`src/bhs_mod.sv`:
```
// Restoring remainder unit: one dividend bit per cycle, MSB first.
`timescale 1ns / 1ps
`default_nettype none
module bhs_mod #(
	parameter int DIVIDEND_W = 31,
	parameter int DIVISOR_W  = 7
) (
	input  wire logic                  clk,
	input  wire logic                  arst_n,
	input  wire logic                  start,
	input  wire logic [DIVIDEND_W-1:0] dividend,
	input  wire logic [DIVISOR_W-1:0]  divisor,
	output      logic                  busy,
	output      logic [DIVISOR_W-1:0]  remainder
);

	localparam int CNT_W = $clog2(DIVIDEND_W + 1);

	logic [CNT_W-1:0]      cnt_q;
	logic [DIVIDEND_W-1:0] num_q;
	logic [DIVISOR_W-1:0]  rem_q;
	logic [DIVISOR_W-1:0]  den_q;
	logic [DIVISOR_W:0]    trial;
	logic [DIVISOR_W:0]    den_ext;

	assign busy      = (cnt_q != '0);
	assign remainder = rem_q;
	assign trial     = {rem_q, num_q[DIVIDEND_W-1]};
	assign den_ext   = {1'b0, den_q};

	always_ff @(posedge clk or negedge arst_n) begin
		if (!arst_n) begin
			cnt_q <= '0;
		end else if (start) begin
			cnt_q <= CNT_W'(DIVIDEND_W);
		end else if (busy) begin
			cnt_q <= cnt_q - 1'b1;
		end
	end

	// rem stays below den, so trial < 2*den and one subtract is enough
	always_ff @(posedge clk) begin
		if (start) begin
			num_q <= dividend;
			den_q <= divisor;
			rem_q <= '0;
		end else if (busy) begin
			num_q <= num_q << 1;
			if (trial >= den_ext) begin
				rem_q <= DIVISOR_W'(trial - den_ext);
			end else begin
				rem_q <= trial[DIVISOR_W-1:0];
			end
		end
	end

endmodule
`default_nettype wire

```
`config.mk`:
```
export PLATFORM = sky130hd
export DESIGN_NAME = bhs_mod
export DESIGN_NICKNAME = d
export VERILOG_FILES = /design/src/bhs_mod.sv
export SDC_FILE = /design/constraint.sdc
export NUM_CORES = 1
export LEC_CHECK = 0
export ABC_AREA = 0
export BUFFER_PORTS_ARGS = -buffer_cell sky130_fd_sc_hd__buf_2
export CAP_MARGIN = 25
export CORE_MARGIN = 2
export CORE_UTILIZATION = 30
export CTS_CLUSTER_DIAMETER = 100
export DETAILED_ROUTE_END_ITERATION = 7
export GPL_TIMING_DRIVEN = 0
export PLACE_DENSITY_LB_ADDON = 0.15
export SYNTH_ARGS = -nofsm -noshare
export SYNTH_HDL_FRONTEND = slang
export SYNTH_SLANG_ARGS = --single-unit
```
`constraint.sdc`:
```
create_clock -name clk -period 4.45 [get_ports clk]
set_input_delay 1.335 -clock clk [delete_from_list [all_inputs] [get_ports clk]]
set_output_delay 1.335 -clock clk [all_outputs]
set_load 0.01 [all_outputs]
```
==> results by group <==
Clocking
  – CTS root buf: clkbuf_8
  – Hold buffers post-CTS: 0
  – Clock Pin Slew Worst Setup and Hold Paths: 0.10 ns
  – Cts repair resizes: 0
  – Clk Latency, worst-skew pair: ~0.31 ns
  – Max clock buf depth: 2
  – Post-CTS Setup Inserts: 0
  – Depth of the CTS H-tree: 2
  – CTS tree: done
  – Clock net sink count: 50
  – Num CTS Buffers: 5

Global route
  – Initial antenna violation count: 0
  – GR Util All Layers: 11.4%
  – Pin count of the biggest net entering global routing: 32
  – Grt ovf: 0
  – Vias in the first global route: ~1700
  – First-pass GRT wire length: 8.05 mm

Timing
  – Least-Margin Pin Slew: 0.781 ns
  – TNS Setup: 0 ns
  – Slew Limit Fails: 0
  – Setup Skew: around 0.015 ns
  – Minimum clock period: 3.22 ns
  – Hold_ws: 0.518 ns
  – # setup viols final: 0
  – Highest clock rate: between 300 and 400 MHz
  – Slew margin rel.: 47.9%
  – RSZ-0062 raised after global routing: no
  – Final number of hold-violating endpoints: 0
  – Fin crit share: 72.5%

Routing
  – DR vias: 1631
  – Routed wire per std cell: 14.0 um
  – DRT Wirelength: 4.92 mm
  – Metal2 WL: 2.12 mm
  – Drt drc: 0
  – Detailed Routing Iterations Pass 1: 4
  – Initial DRC Count: 55
  – Met1 WL: 2.45 mm
  – Uppermost layer routed: met4
  – Number of vias per cell: 4.66
  – Wire length on met3: 281 um
  – Antenna-violating nets left: 0

Die
  – CORE AREA: 0.00822 mm2
  – Die width: 96.1 um
  – Row cnt: 33
  – Die area: 0.00923 mm2
  – IO Pins: ~50
  – Starting Density: 30.9%
  – DIE HEIGHT: 96.1 um

Yosys
  – Most common library cells after synthesis: edfxtp_1, mux2_2, inv_1
  – Most frequent cell after synthesis: edfxtp_1
  – Mapped Nets: 239
  – Mapped Area: between 0.002 and 0.003 mm2
  – Share of the synthesized area in the top cell type: 44.9%
  – Cells after Synth: about 190
  – Ys async rst share: approximately 10%
  – Synth Flop Type: edfxtp_1
  – Yosys cell types: 52
  – Synth Register Bits: 50
  – Synth Warn #: 0
  – Largest area contributor in the netlist: edfxtp_1
  – Mean Syn Cell Area: 13.5 um2
  – Synth area leaders: edfxtp_1, mux2_2, dfxtp_1
  – Count of flip-flops with a built-in enable after synthesis: 38
  – Register area share after synthesis: a little under three fifths

Worst setup path
  – CP Depth: 4
  – Reg-to-Reg End: num_q[30]
  – CP max stage cell: nand2b_2
  – Worst R2R Setup Slack: 2.21 ns
  – R2R Path Start: cnt_q[0]
  – Arr. time, crit path: 3.17 ns
  – CP cell instances: buf_2 > clkbuf_1 > buf_1 > nand2b_2
  – CP required: 4.39 ns
  – CP peak stage delay: between 0.7 and 0.8 ns
  – WP buf/inv: 3
  – Crit Path Class: in2reg
  – Critical Path Start Type: input port
  – Worst setup EP type: register
  – Delay-heaviest family, CP: buffers and inverters
  – Max FO, Critical Path: 31
  – Reg2reg path depth: 5

Status
  – Run status: finished, final reports clean

Placement
  – Detail Placement HPWL: 3.52 mm
  – Post-DP Area: between 0.002 and 0.003 mm2
  – Placer congestion estimate: 0.768
  – Port-buffer cells: 48

Finish
  – Post-route cell area: 0.00303 mm2
  – Fraction of layout cells with a size suffix above 1: 43.3%
  – Nets: 294
  – Area Growth Syn to Fin: 19.1%
  – Final core occ: a little under two fifths
  – Ant. Diodes: 0

Hold path
  – Worst min-delay path class: reg2reg
  – Min-Delay Path Depth: 1
  – Hold Path End: cnt_q[1]
  – Hold Crit Start: cnt_q[1]

Run
  – Max capacitance violation total: 0

Pwr
  – Pleak: ~1.3 nW
  – PwrDens: approximately 400 mW/mm2
  – Max VDD drop: 0.144 mV
layer usage:
metal	vias to the layer above	GRT usage (%)
met1	769	16.1
li1	821	-
met5	-	0
met3	5	3.68
met4	0	3.21
met2	36	16.6
cells in the final DEF, fill, tap and decap left out, types with 3 or more instances in the layout:
| cell type | synthesis | layout |
|---|---|---|
| nand2_1 | 3 | 3 |
| inv_1 | 13 | 13 |
| dfrtp_1 | 5 | 5 |
| edfxtp_1 | 38 | 38 |
| nor2b_1 | 3 | 3 |
| a21o_1 | 3 | 3 |
| nand3_1 | 4 | 4 |
| o31ai_1 | 4 | 4 |
| xnor2_1 | 3 | 3 |
| nor2_1 | 8 | 8 |
| ha_1 | 8 | 8 |
| mux2_2 | 30 | 30 |
| clkbuf_8 | 0 | 5 |
| a21oi_1 | 3 | 3 |
| dfxtp_1 | 7 | 7 |
| nor3b_1 | 7 | 7 |
| or3_1 | 3 | 3 |
| buf_2 | 5 | 53 |
stage by stage:
stage | setup slack, ns | instances | total power, W
after floorplan | 1.33 | 189 | 0.000807
after global placement | 0.298 | 342 | 0.000895
after detailed placement | 0.825 | 342 | 0.000895
after CTS | 1.14 | 350 | 0.00122
after global routing | 1.03 | 350 | 0.00128
final | 1.23 | 350 | 0.00121
area by class of cell:
cell class	count	area [um2]
Fill cell	807	5190
Sequential cell	50	1410
Multi-Input combinational cell	117	1030
Timing Repair Buffer	48	240
Tap cell	105	131
Clock buffer	6	72.6
Buffer	9	55.1
Inverter	13	48.8
Clock inverter	2	38.8
how the worst max path moves through the flow:
| stage | to | startpoint |
|---|---|---|
| finish | num_q[30] | start |
| global route | num_q[22] | start |
| CTS | num_q[23] | start |
| detailed placement | num_q[5] | start |
| global placement | num_q[4] | start |
| floorplan | num_q[0] | start |
cells by family (layout without fill, tap and decap cells):
| logic type | after synthesis | in the layout | synth area share (%) |
|---|---|---|---|
| flops | 50 | 50 | 55.3 |
| buf+inv | 22 | 78 | 4.08 |
| fa+ha+maj | 9 | 9 | 4.72 |
| simple gates | 43 | 43 | 11.2 |
| xor+xnor | 3 | 3 | 1.03 |
| compound gates | 32 | 32 | 10.4 |
| mux | 30 | 30 | 13.3 |
worst reg2reg max path, stage by stage (launching register included):
cell	delay, ns
dfrtp_1	0.40
inv_1	0.08
ha_1	0.18
nor4b_4	0.36
buf_2	0.31
nand2b_2	0.47
registers in the layout, indices dropped and copies added, names as in the netlist:
register and flops:
num_q 31, den_q 7, remainder 7, cnt_q 5
where the power goes:
part / total (W) / internal, W / leakage (nW) / switching (W)
Sequential: 0.000588 / 0.000557 / 0.505 / 0.0000312
Clock: 0.000328 / 0.000169 / 0.0554 / 0.000159
Combinational: 0.000296 / 0.000155 / 0.698 / 0.000142
No activity file was read; power rests on OpenSTA's default activity.
