[src/bhs_ram.sv]
// Generic single-write, single-read RAM with registered read data.
`timescale 1ns / 1ps
`default_nettype none
module bhs_ram #(
	parameter int WIDTH = 8,
	parameter int DEPTH = 64
) (
	input  wire logic                     clk,
	input  wire logic                     we,
	input  wire logic [$clog2(DEPTH)-1:0] waddr,
	input  wire logic [WIDTH-1:0]         wdata,
	input  wire logic [$clog2(DEPTH)-1:0] raddr,
	output      logic [WIDTH-1:0]         rdata
);

	logic [WIDTH-1:0] mem [DEPTH];

	always_ff @(posedge clk) begin
		if (we) begin
			mem[waddr] <= wdata;
		end
		rdata <= mem[raddr];
	end

endmodule
`default_nettype wire

[config.mk]
export PLATFORM = sky130hd
export DESIGN_NAME = bhs_ram
export DESIGN_NICKNAME = d
export VERILOG_FILES = /design/src/bhs_ram.sv
export SDC_FILE = /design/constraint.sdc
export NUM_CORES = 1
export LEC_CHECK = 0
export BUFFER_PORTS_ARGS = -buffer_cell sky130_fd_sc_hd__buf_2
export CAP_MARGIN = 20
export CORE_AREA = 4 4 217 219
export CTS_CLUSTER_SIZE = 16
export DETAILED_ROUTE_END_ITERATION = 10
export DIE_AREA = 0 0 221 223
export PLACE_DENSITY = 0.64
export SYNTH_ARGS = -nofsm -noshare
export SYNTH_HDL_FRONTEND = slang
export SYNTH_SLANG_ARGS = --single-unit
[constraint.sdc]
create_clock -name clk -period 1.7 [get_ports clk]
set_input_delay 0.085 -clock clk [delete_from_list [all_inputs] [get_ports clk]]
set_output_delay 0.085 -clock clk [all_outputs]
set_load 0.01 [all_outputs]
==> metrics.txt, run 1 <==
CTS clock-pin slew for the worst setup and hold paths=0.06 ns; RSZ-0062 raised after global routing=true; antenna viol nets, final=0; Net Sw Frac=0.203; area delta synth->final=18.8%; wire length per cell=25.4 um; drt pass-1 iters=6; H-tree levels=2; Max Slew Vio Count=0; post-DP HPWL=28.7 mm; logic gate share of total power=0.056; FF-to-FF End=rdata[6]; Setup Buffers After CTS=0; I/O pin total=30; initial antenna violation count=1; CP endpoint kind=flip-flop; Syn Nets=962; failing checks=negative setup slack; FP Rows=78; first-pass GRT wire length=67.0 mm; endpoints failing hold=0; Layout Nets=1,147; destination of the worst hold path=mem[30][4]; detailed-route DRC error count=0; Max-Cap Viols=0; CTS tree=done; total CTS buffers=50; Initial Utilization=0.447; Setup Skew=0.0189 ns; HP Class=primary input to flip-flop; flops & latches, synth=520; Worst Max-Slew Pin Slew=0.749 ns; min-delay src=waddr[3]; clock power share=0.419; final core utilization=0.531; clock buffer depth=3; Core Region=45,100 um2; CP startpoint kind=flip-flop; CTS Sinks=520; status=finished, violations left; via count of the first global-routing pass=10,217; Syn Std Cell Area=20,200 um2; Synth Instances=940; Avg Inst Size Synth=21.5 um2; Leakage=0.00780 uW; final setup fails=8; slew margin rel.=0.500; Fillers=3,513; Clock Latency Late Sink=0.58 ns; Die Area=49,300 um2; hold path depth=3; Synth cell types=40; Final Wtd Congestion=0.815; total track usage=0.181; NetSw=5500 uW; vias=10,028; r2r worst-path depth=6; largest net degree at the start of global routing=65; VDD IR max=0.658 mV; GRT overflow=0; Clk Tree Root Cell=clkbuf_16; R2R Path Start=mem[29][6]; Die Ht=223 um; Max Clk Rate=538 MHz; Tot Pwr=27,100 uW; share of cells above drive strength 1=0.352; Tmin final=1.86 ns; Yosys Warn Count=0; Die Width=221 um; Crit Path Class=flip-flop to flip-flop; setup ws final=-0.159 ns; IO buf count=29; commonest cells after routing, fill and taps aside=edfxtp_1, buf_4, mux4_2; power per cell area=1130 nW/um2; DRT iter0 DRCs=1,102; Reg power frac=0.525; Arr. time, crit path=2.31 ns; Crit Path Max Fanout=1; overall routed net length=44.8 mm; vias per cell=5.68; commonest non-fill, non-tap cell in the layout=edfxtp_1; post-synthesis sequential area ratio=0.770; final critical-path share of the clock period=1.09; worst reg-to-reg setup slack=-0.16 ns; CP required=2.15 ns; Pint=21,600 uW
[sequential cells by signal (all words and copies together), names as in the netlist]
name / count
mem: 512
rdata: 8
[through the flow]
step | cells | cell area (um2) | hold WS [ns] | TNS, ns | setup WS, ns
2_1_floorplan | 940 | 20200 | 0.184 | 0 | 0.00708
3_3_place_gp | 1663 | 22000 | 0.547 | -2.96 | -0.468
3_5_place_dp | 1664 | 22000 | 0.511 | -3.04 | -0.435
4_1_cts | 1759 | 23900 | 0.0814 | -0.860 | -0.162
5_1_grt | 1763 | 24000 | 0.114 | -1.17 | -0.208
6_report | 1764 | 24000 | 0.118 | -0.791 | -0.159
[final cells by class]
class                      instances  area [um2]  share of cell area
sequential                       520       15500               0.648
clock buffer                      64        1420              0.0592
antenna                            1        2.50            0.000104
clock inverter                    26         279              0.0116
multi-input combinational        369        4450               0.186
tap                              600         751              0.0313
timing repair buffer             184        1530              0.0638
[critical path: stages (launching register included)]
cell,delay [ns]
edfxtp_1,0.36
mux4_2,0.49
mux2_4,0.28
o221a_4,0.27
nor3_2,0.10
buf_4,0.15
o32ai_2,0.08
[logic make-up (layout without fill, tap and decap cells)]
kind of cell	count (synthesis)	after routing	synth area share
muxes	162	162	0.159
other	0	1	0
and+or+nand+nor	153	153	0.0339
buffers and inverters	51	274	0.0157
DFF	520	520	0.770
AOI/OAI and AO/OA	54	54	0.0207
[synth_stat cells]
cell type  instances  share of area
a22oi_1            3         0.0011
nand3b_1           3         0.0011
a2111oi_0          2        0.00087
o32ai_1            2        0.00087
nor2b_1           14         0.0043
buf_2             11         0.0027
and2_1             1        0.00031
o221ai_1           8         0.0035
buf_6              4         0.0022
nand4b_1           1        0.00043
nor2_1            83          0.015
dfxtp_1            8         0.0079
nand2b_1           7         0.0022
buf_4             13         0.0048
a221oi_1           6         0.0026
nand3_1           13         0.0032
o41ai_1            2        0.00087
nor4_1             2        0.00062
mux4_2           126           0.14
or3_1              1        0.00031
edfxtp_1         512           0.76
o21ai_0            2        0.00050
buf_12             2         0.0020
mux2i_1           23          0.011
o21ai_1            2        0.00050
o221a_2            2         0.0011
clkbuf_1          17         0.0032
a21oi_1            3        0.00074
buf_1              4        0.00074
o21a_1             2        0.00074
o311ai_1           1        0.00043
mux2_2            13         0.0073
nand2_1           19         0.0035
o2111ai_1          3         0.0013
nor3_1             7         0.0017
a31oi_1            1        0.00031
nand4_1            2        0.00062
o2bb2ai_1          3         0.0013
a211oi_1           4         0.0015
o22ai_1            8         0.0025
[metal layers]
metal	wire length, um	global-route usage	vias to the layer above
met2	21400	0.289	402
met3	3440	0.0354	74
met4	1130	0.0507	0
met5	0	0	-
li1	-	-	4298
met1	18800	0.260	5254
[timing repair]
item | CTS | global route
hold buffers | 5 | 2
endpoints found under the setup margin | 8 | 8
hold endpoints to repair | 29 | 22
pin swaps | 3 | 1
resized for setup | 19 | 8
[power by group through the flow]
stage	combinational (uW)	sequential, uW	clock (uW)
after floorplan	758	14500	0
after global placement	1430	14500	0
after detailed placement	1450	14500	0
after CTS	1500	14200	11600
after global routing	1620	14200	12100
final	1520	14200	11400
[how the worst max path moves through the flow]
stage | end | startpoint | slack (ns) | depth (start not counted)
floorplan | rdata[3] | raddr[1] | 0.007 | 7
global placement | rdata[7] | raddr[0] | -0.47 | 6
detailed placement | rdata[7] | raddr[0] | -0.43 | 6
CTS | rdata[4] | mem[29][4] | -0.16 | 6
global route | rdata[6] | mem[29][6] | -0.21 | 6
finish | rdata[6] | mem[29][6] | -0.16 | 6
No activity file was read; power rests on OpenSTA's default activity.
==> run 2, diff against run 1 <==
--- a/config.mk
+++ b/config.mk
@@ -7,11 +7,11 @@
 export LEC_CHECK = 0
 export BUFFER_PORTS_ARGS = -buffer_cell sky130_fd_sc_hd__buf_2
 export CAP_MARGIN = 20
-export CORE_AREA = 4 4 217 219
+export CORE_AREA = 4 4 257 259
 export CTS_CLUSTER_SIZE = 16
 export DETAILED_ROUTE_END_ITERATION = 10
-export DIE_AREA = 0 0 221 223
-export PLACE_DENSITY = 0.64
+export DIE_AREA = 0 0 261 263
+export PLACE_DENSITY = 0.49
 export SYNTH_ARGS = -nofsm -noshare
 export SYNTH_HDL_FRONTEND = slang
 export SYNTH_SLANG_ARGS = --single-unit
==> constraint.sdc (replaced) <==
create_clock -name clk -period 1.7 [get_ports clk]
set_input_delay 0.085 -clock clk [delete_from_list [all_inputs] [get_ports clk]]
set_output_delay 0.085 -clock clk [all_outputs]
set_load 0.02 [all_outputs]
==> run 2 against run 1 <==
  * The run still ends with negative setup slack left
  * Global-route usage shrank 3.8 points
  * Sequential power is essentially flat
  * Power shrank 0.84%
  * Clock skew shrank 0.0010 ns
  * Worst hold slack gained 0.020 ns
  * First-iteration DRC count shrank 36%
  * Final cell count grew 16%
  * Cell area grew 1.6%
  * Core utilization shrank 15 points
  * Register-to-register slack lost 0.05 ns
  * Setup slack lost 0.053 ns
  * Routed wire length grew 10%
==> metrics.txt, run 2 (synthesis gave the netlist of run 1 again) <==
CP startpoint kind=flip-flop (unchanged); Final Wtd Congestion=0.783 (was 0.815); destination of the worst hold path=mem[49][0] (was mem[30][4]); CP endpoint kind=flip-flop (unchanged); Max Slew Vio Count=0 (unchanged); IO buf count=29 (unchanged); CTS clock-pin slew for the worst setup and hold paths=0.06 ns (about the same); CTS Sinks=520 (unchanged); vias=9,968 (was 10,028); wire length per cell=24.0 um (was 25.4 um); Die Ht=263 um (was 223 um); detailed-route DRC error count=0 (unchanged); clock buffer depth=3 (unchanged); Worst Max-Slew Pin Slew=0.812 ns (was 0.749 ns); commonest cells after routing, fill and taps aside=edfxtp_1, buf_4, mux4_2 (unchanged); largest register by flop count=mem (unchanged); Arr. time, crit path=2.37 ns (was 2.31 ns); initial antenna violation count=1 (unchanged); largest net degree at the start of global routing=65 (unchanged); Initial Utilization=0.316 (was 0.447); setup ws final=-0.213 ns (was -0.159 ns); slew margin rel.=0.459 (was 0.500); Core Region=63,900 um2 (was 45,100 um2); total track usage=0.144 (was 0.181); Tmin final=1.91 ns (was 1.86 ns); Leakage=0.00789 uW (was 0.00780 uW); endpoints failing hold=0 (unchanged); # diodes=0 (was 1); FP Rows=93 (was 78); Clock Latency Late Sink=0.59 ns (was 0.58 ns); via count of the first global-routing pass=10,440 (was 10,217); first-pass GRT wire length=72.5 mm (was 67.0 mm); RSZ-0062 raised after global routing=true (unchanged); vias per cell=4.86 (was 5.68); Setup Skew=0.0179 ns (was 0.0189 ns); final setup fails=8 (unchanged); Die Width=261 um (was 221 um); antenna viol nets, final=0 (unchanged); min-delay src=waddr[1] (was waddr[3]); power per cell area=1100 nW/um2 (was 1130 nW/um2); total CTS buffers=53 (was 50); final core utilization=0.381 (was 0.531); GRT overflow=0 (unchanged); share of cells above drive strength 1=0.364 (was 0.352); post-DP HPWL=31.8 mm (was 28.7 mm); Crit Path Class=flip-flop to flip-flop (unchanged); Die Area=68,600 um2 (was 49,300 um2); Max-Cap Viols=0 (unchanged); placed standard-cell area=22,600 um2 (was 22,000 um2); CP required=2.16 ns (was 2.15 ns); I/O pin total=30 (unchanged); Largest regs=mem x512, rdata x8 (unchanged); CTS tree=done (unchanged); Finished Cell Area=24,400 um2 (was 24,000 um2); drt pass-1 iters=5 (was 6); H-tree levels=2 (unchanged); Crit Path Max Fanout=1 (unchanged); Clk Tree Root Cell=clkbuf_16 (unchanged); Layout Nets=1,179 (was 1,147); worst reg-to-reg setup slack=-0.21 ns (was -0.16 ns); VDD IR max=0.772 mV (was 0.658 mV); status=finished, violations left (unchanged); Largest register FFs=512 (unchanged); r2r worst-path depth=6 (unchanged); area delta synth->final=20.8% (was 18.8%); hold path depth=3 (unchanged); HP Class=primary input to flip-flop (unchanged); commonest non-fill, non-tap cell in the layout=edfxtp_1 (unchanged); Max Clk Rate=523 MHz (was 538 MHz); DRT iter0 DRCs=707 (was 1,102); FF-to-FF End=rdata[4] (was rdata[6]); failing checks=negative setup slack (unchanged); R2R Path Start=mem[29][4] (was mem[29][6]); overall routed net length=49.3 mm (was 44.8 mm); final critical-path share of the clock period=1.13 (was 1.09)
==> run 2: final cells by class <==
cell class	count	area, um2
Sequential cell	520	15500
Timing Repair Buffer	213	1710
Multi-Input combinational cell	369	4420
Tap cell	855	1070
Clock inverter	21	198
Fill cell	5791	39500
Clock buffer	73	1420
==> run 2: critical path, stage by stage (launching register included) <==
cell and delay, ns:
edfxtp_1 0.37, mux4_2 0.48, mux2_4 0.29, o221a_4 0.27, nor3_4 0.16, buf_6 0.14, o32ai_2 0.08
==> run 2: timing repair <==
item	4_1_cts	5_1_grt
endpoints found under the hold margin	11	0
resized for setup	20	4
setup buffers	0	0
hold buffers	2	0
endpoints found under the setup margin	8	8
pin swaps	4	0
gates cloned	0	0
==> run 2: metrics by stage <==
stage | total power [uW] | hold WS [ns] | cells | setup TNS (ns) | worst slack, ns
after floorplan | 15300 | 0.184 | 940 | 0 | 0.00708
after global placement | 16100 | 0.558 | 1955 | -4.15 | -0.810
after detailed placement | 16100 | 0.545 | 1955 | -4.42 | -0.877
after CTS | 27200 | 0.0804 | 2051 | -0.886 | -0.228
after global routing | 27800 | 0.111 | 2051 | -1.26 | -0.276
final | 26900 | 0.138 | 2051 | -0.772 | -0.213
==> run 2: per-layer routing <==
| metal | GRT usage | vias to the layer above | share of wire |
|---|---|---|---|
| met3 | 0.0299 | 58 | 0.061 |
| met2 | 0.230 | 273 | 0.48 |
| met1 | 0.205 | 5271 | 0.45 |
| met5 | 0 | - | 0.00026 |
| li1 | - | 4364 | - |
| met4 | 0.0300 | 2 | 0.016 |
==> run 2: report_power, final <==
part,internal [uW],leakage (uW),switching [uW]
combinational,667,0.00242,912
clock,6410,0.000798,4650
sequential,14200,0.00467,50.8
total,21300,0.00789,5620
==> run 2: worst max-delay path by stage <==
stage / cells after the start / end / from
final: 6 / rdata[4] / mem[29][4]
after global routing: 6 / rdata[4] / mem[21][4]
after CTS: 6 / rdata[6] / mem[16][6]
after detailed placement: 6 / rdata[5] / raddr[0]
after global placement: 6 / rdata[5] / raddr[0]
after floorplan: 7 / rdata[3] / raddr[1]
==> run 3, diff against run 2 <==
--- a/config.mk
+++ b/config.mk
@@ -7,11 +7,11 @@
 export LEC_CHECK = 0
 export BUFFER_PORTS_ARGS = -buffer_cell sky130_fd_sc_hd__buf_2
 export CAP_MARGIN = 20
-export CORE_AREA = 4 4 257 259
+export CORE_AREA = 4 4 195 197
 export CTS_CLUSTER_SIZE = 16
 export DETAILED_ROUTE_END_ITERATION = 10
-export DIE_AREA = 0 0 261 263
-export PLACE_DENSITY = 0.49
+export DIE_AREA = 0 0 199 201
+export PLACE_DENSITY = 0.76
 export SYNTH_ARGS = -nofsm -noshare
 export SYNTH_HDL_FRONTEND = slang
 export SYNTH_SLANG_ARGS = --single-unit
==> run 3 against run 2 <==
  * The run ends with negative hold slack, negative setup slack left
  * Core utilization increased by 27 points
  * Critical path type unchanged
  * Power increased by 0.27%
  * Via count increased by 3.0%
  * Register-to-register slack about the same
==> metrics.txt, run 3 (synthesis gave the netlist of run 1 again) <==
status=finished, violations left (unchanged); failing checks=negative hold slack, negative setup slack (was negative setup slack); DRT iter0 DRCs=1,508 (was 707); Die Area=40,000 um2 (was 68,600 um2); H-tree levels=2 (unchanged); CP startpoint kind=flip-flop (unchanged); area delta synth->final=17.8% (was 20.8%); Leakage=0.00777 uW (was 0.00789 uW); final critical-path share of the clock period=1.12 (was 1.13); Final Wtd Congestion=0.819 (was 0.783); share of cells above drive strength 1=0.345 (was 0.364); clock buffer depth=3 (unchanged); via count of the first global-routing pass=10,457 (was 10,440); setup ws final=-0.198 ns (was -0.213 ns); commonest cells after routing, fill and taps aside=edfxtp_1, mux4_2, buf_4 (was edfxtp_1, buf_4, mux4_2); Worst path top cell family by delay=multiplexers (unchanged); Min Hold Slack=-0.00166 ns (was 0.138 ns); Fillers=2,313 (was 5,791); total track usage=0.233 (was 0.144); endpoints failing hold=1 (was 0); I/O pin total=30 (unchanged); met2 routed WL=22.5 mm (was 23.5 mm); Arr. time, crit path=2.33 ns (was 2.37 ns); VDD IR max=0.816 mV (was 0.772 mV); vias=10,267 (was 9,968); commonest non-fill, non-tap cell in the layout=edfxtp_1 (unchanged); Worst Max-Slew Pin Slew=0.588 ns (was 0.812 ns); CP required=2.14 ns (was 2.16 ns); final setup fails=8 (unchanged); IO buf count=29 (unchanged); first-pass GRT wire length=68.6 mm (was 72.5 mm); top layer reached by signal wires=met5 (unchanged); slew margin rel.=0.608 (was 0.459); RSZ-0062 raised after global routing=true (unchanged); vias per cell=6.30 (was 4.86); FP Rows=70 (was 93); Bufs and invs on worst path=0 (was 1); power per cell area=1130 nW/um2 (was 1100 nW/um2); Core Region=36,300 um2 (was 63,900 um2); Initial Utilization=0.556 (was 0.316); WL met3=4.03 mm (was 3.01 mm); wire length per cell=28.1 um (was 24.0 um); CP endpoint kind=flip-flop (unchanged); overall routed net length=45.8 mm (was 49.3 mm); DRT met1 WL=17.8 mm (was 22.0 mm); TNS Setup=-1.15 ns (was -0.772 ns); largest register by flop count=mem (unchanged); Clk Tree Root Cell=clkbuf_16 (unchanged); GRT overflow=0 (unchanged); Max-Cap Viols=0 (unchanged); Max Clk Rate=527 MHz (was 523 MHz); CP Cell Sequence=mux4_2 -> mux2_4 -> o221a_4 -> nor3_4 -> o32ai_2 (was mux4_2 -> mux2_4 -> o221a_4 -> nor3_4 -> buf_6 -> o32ai_2); post-DP HPWL=28.9 mm (was 31.8 mm); antenna viol nets, final=0 (unchanged); CTS tree=done (unchanged); Crit Path Max Fanout=1 (unchanged); Clock Latency Late Sink=0.58 ns (was 0.59 ns); drt pass-1 iters=5 (unchanged); total CTS buffers=50 (was 53); Tmin final=1.90 ns (was 1.91 ns); Max Slew Vio Count=0 (unchanged); CTS clock-pin slew for the worst setup and hold paths=0.06 ns (about the same); Largest stage delay, worst path=0.47 ns (was 0.48 ns); Crit Path Class=flip-flop to flip-flop (unchanged); Die Width=199 um (was 261 um); largest net degree at the start of global routing=65 (unchanged); HP Class=primary input to flip-flop (unchanged); slowest CP cell=mux4_2 (unchanged); Largest regs=mem x512, rdata x8 (unchanged); Die Ht=201 um (was 263 um); initial antenna violation count=3 (was 1); Layout Nets=1,141 (was 1,179); Largest register FFs=512 (unchanged); CTS Sinks=520 (unchanged); detailed-route DRC error count=0 (unchanged); Setup Skew=0.0256 ns (was 0.0179 ns)
[run 3: cell types whose count changed in the layout (fill, tap and decap cells not counted), sizes merged, moves of 2 or more]
cell,delta
clkinv,+2
clkinvlp,+2
buf,-37
clkbuf,-6
dlygate4sd3,+2
[run 3: layout make-up]
type / instances / area, um2 / share of cell area
well taps: 468 / 586 / 0.0246
clock inverters: 27 / 256 / 0.0108
diodes: 1 / 2.50 / 0.000105
flip-flops and latches: 520 / 15500 / 0.654
multi-input cells: 369 / 4420 / 0.186
clock buffers: 67 / 1420 / 0.0597
repair buffers: 178 / 1550 / 0.0652
[run 3: routing by layer]
metal,global-route usage,up-vias
met1,0.337,5309
li1,-,4293
met4,0.0743,4
met2,0.368,556
met3,0.0446,105
met5,0,-
[run 3: worst reg2reg max path: stages (launching register included)]
cell	delay [ns]
edfxtp_1	0.38
mux4_2	0.47
mux2_4	0.28
o221a_4	0.28
nor3_4	0.25
o32ai_2	0.11
[run 3: path summary, 6_finish.rpt]
check	start	end	slack (ns)	depth (start not counted)
worst max-delay path	mem[21][6]	rdata[6]	-0.20	5
worst min-delay path	raddr[5]	rdata[4]	-0.002	3
worst max register to register	mem[21][6]	rdata[6]	-0.20	5
worst min register to register	mem[23][2]	rdata[2]	0.84	4
[run 3: per-stage QoR]
step | worst slack (ns) | utilization | power, uW | std cells | instance area (um2)
2_1_floorplan | 0.00708 | - | 15300 | 940 | 20200
3_3_place_gp | -0.683 | 0.602 | 15900 | 1526 | 21800
3_5_place_dp | -0.678 | 0.602 | 16000 | 1526 | 21800
4_1_cts | -0.181 | 0.651 | 27100 | 1621 | 23600
5_1_grt | -0.250 | 0.655 | 27800 | 1630 | 23800
6_report | -0.198 | 0.655 | 27000 | 1630 | 23800
[run 3: timing repair]
| action | in CTS | in global routing |
|---|---|---|
| hold endpoints to repair | 22 | 31 |
| setup buffers | 0 | 0 |
| pin swaps | 4 | 2 |
| setup endpoints to repair | 8 | 8 |
| resized for setup | 17 | 5 |
| hold buffers | 1 | 3 |
[run 3: power by group]
group	internal [uW]	total, uW	leakage, uW	switching (uW)
Sequential	14200	14200	0.00467	43.8
Combinational	652	1550	0.00228	903
Clock	6610	11200	0.000820	4560
Total	21400	27000	0.00777	5510
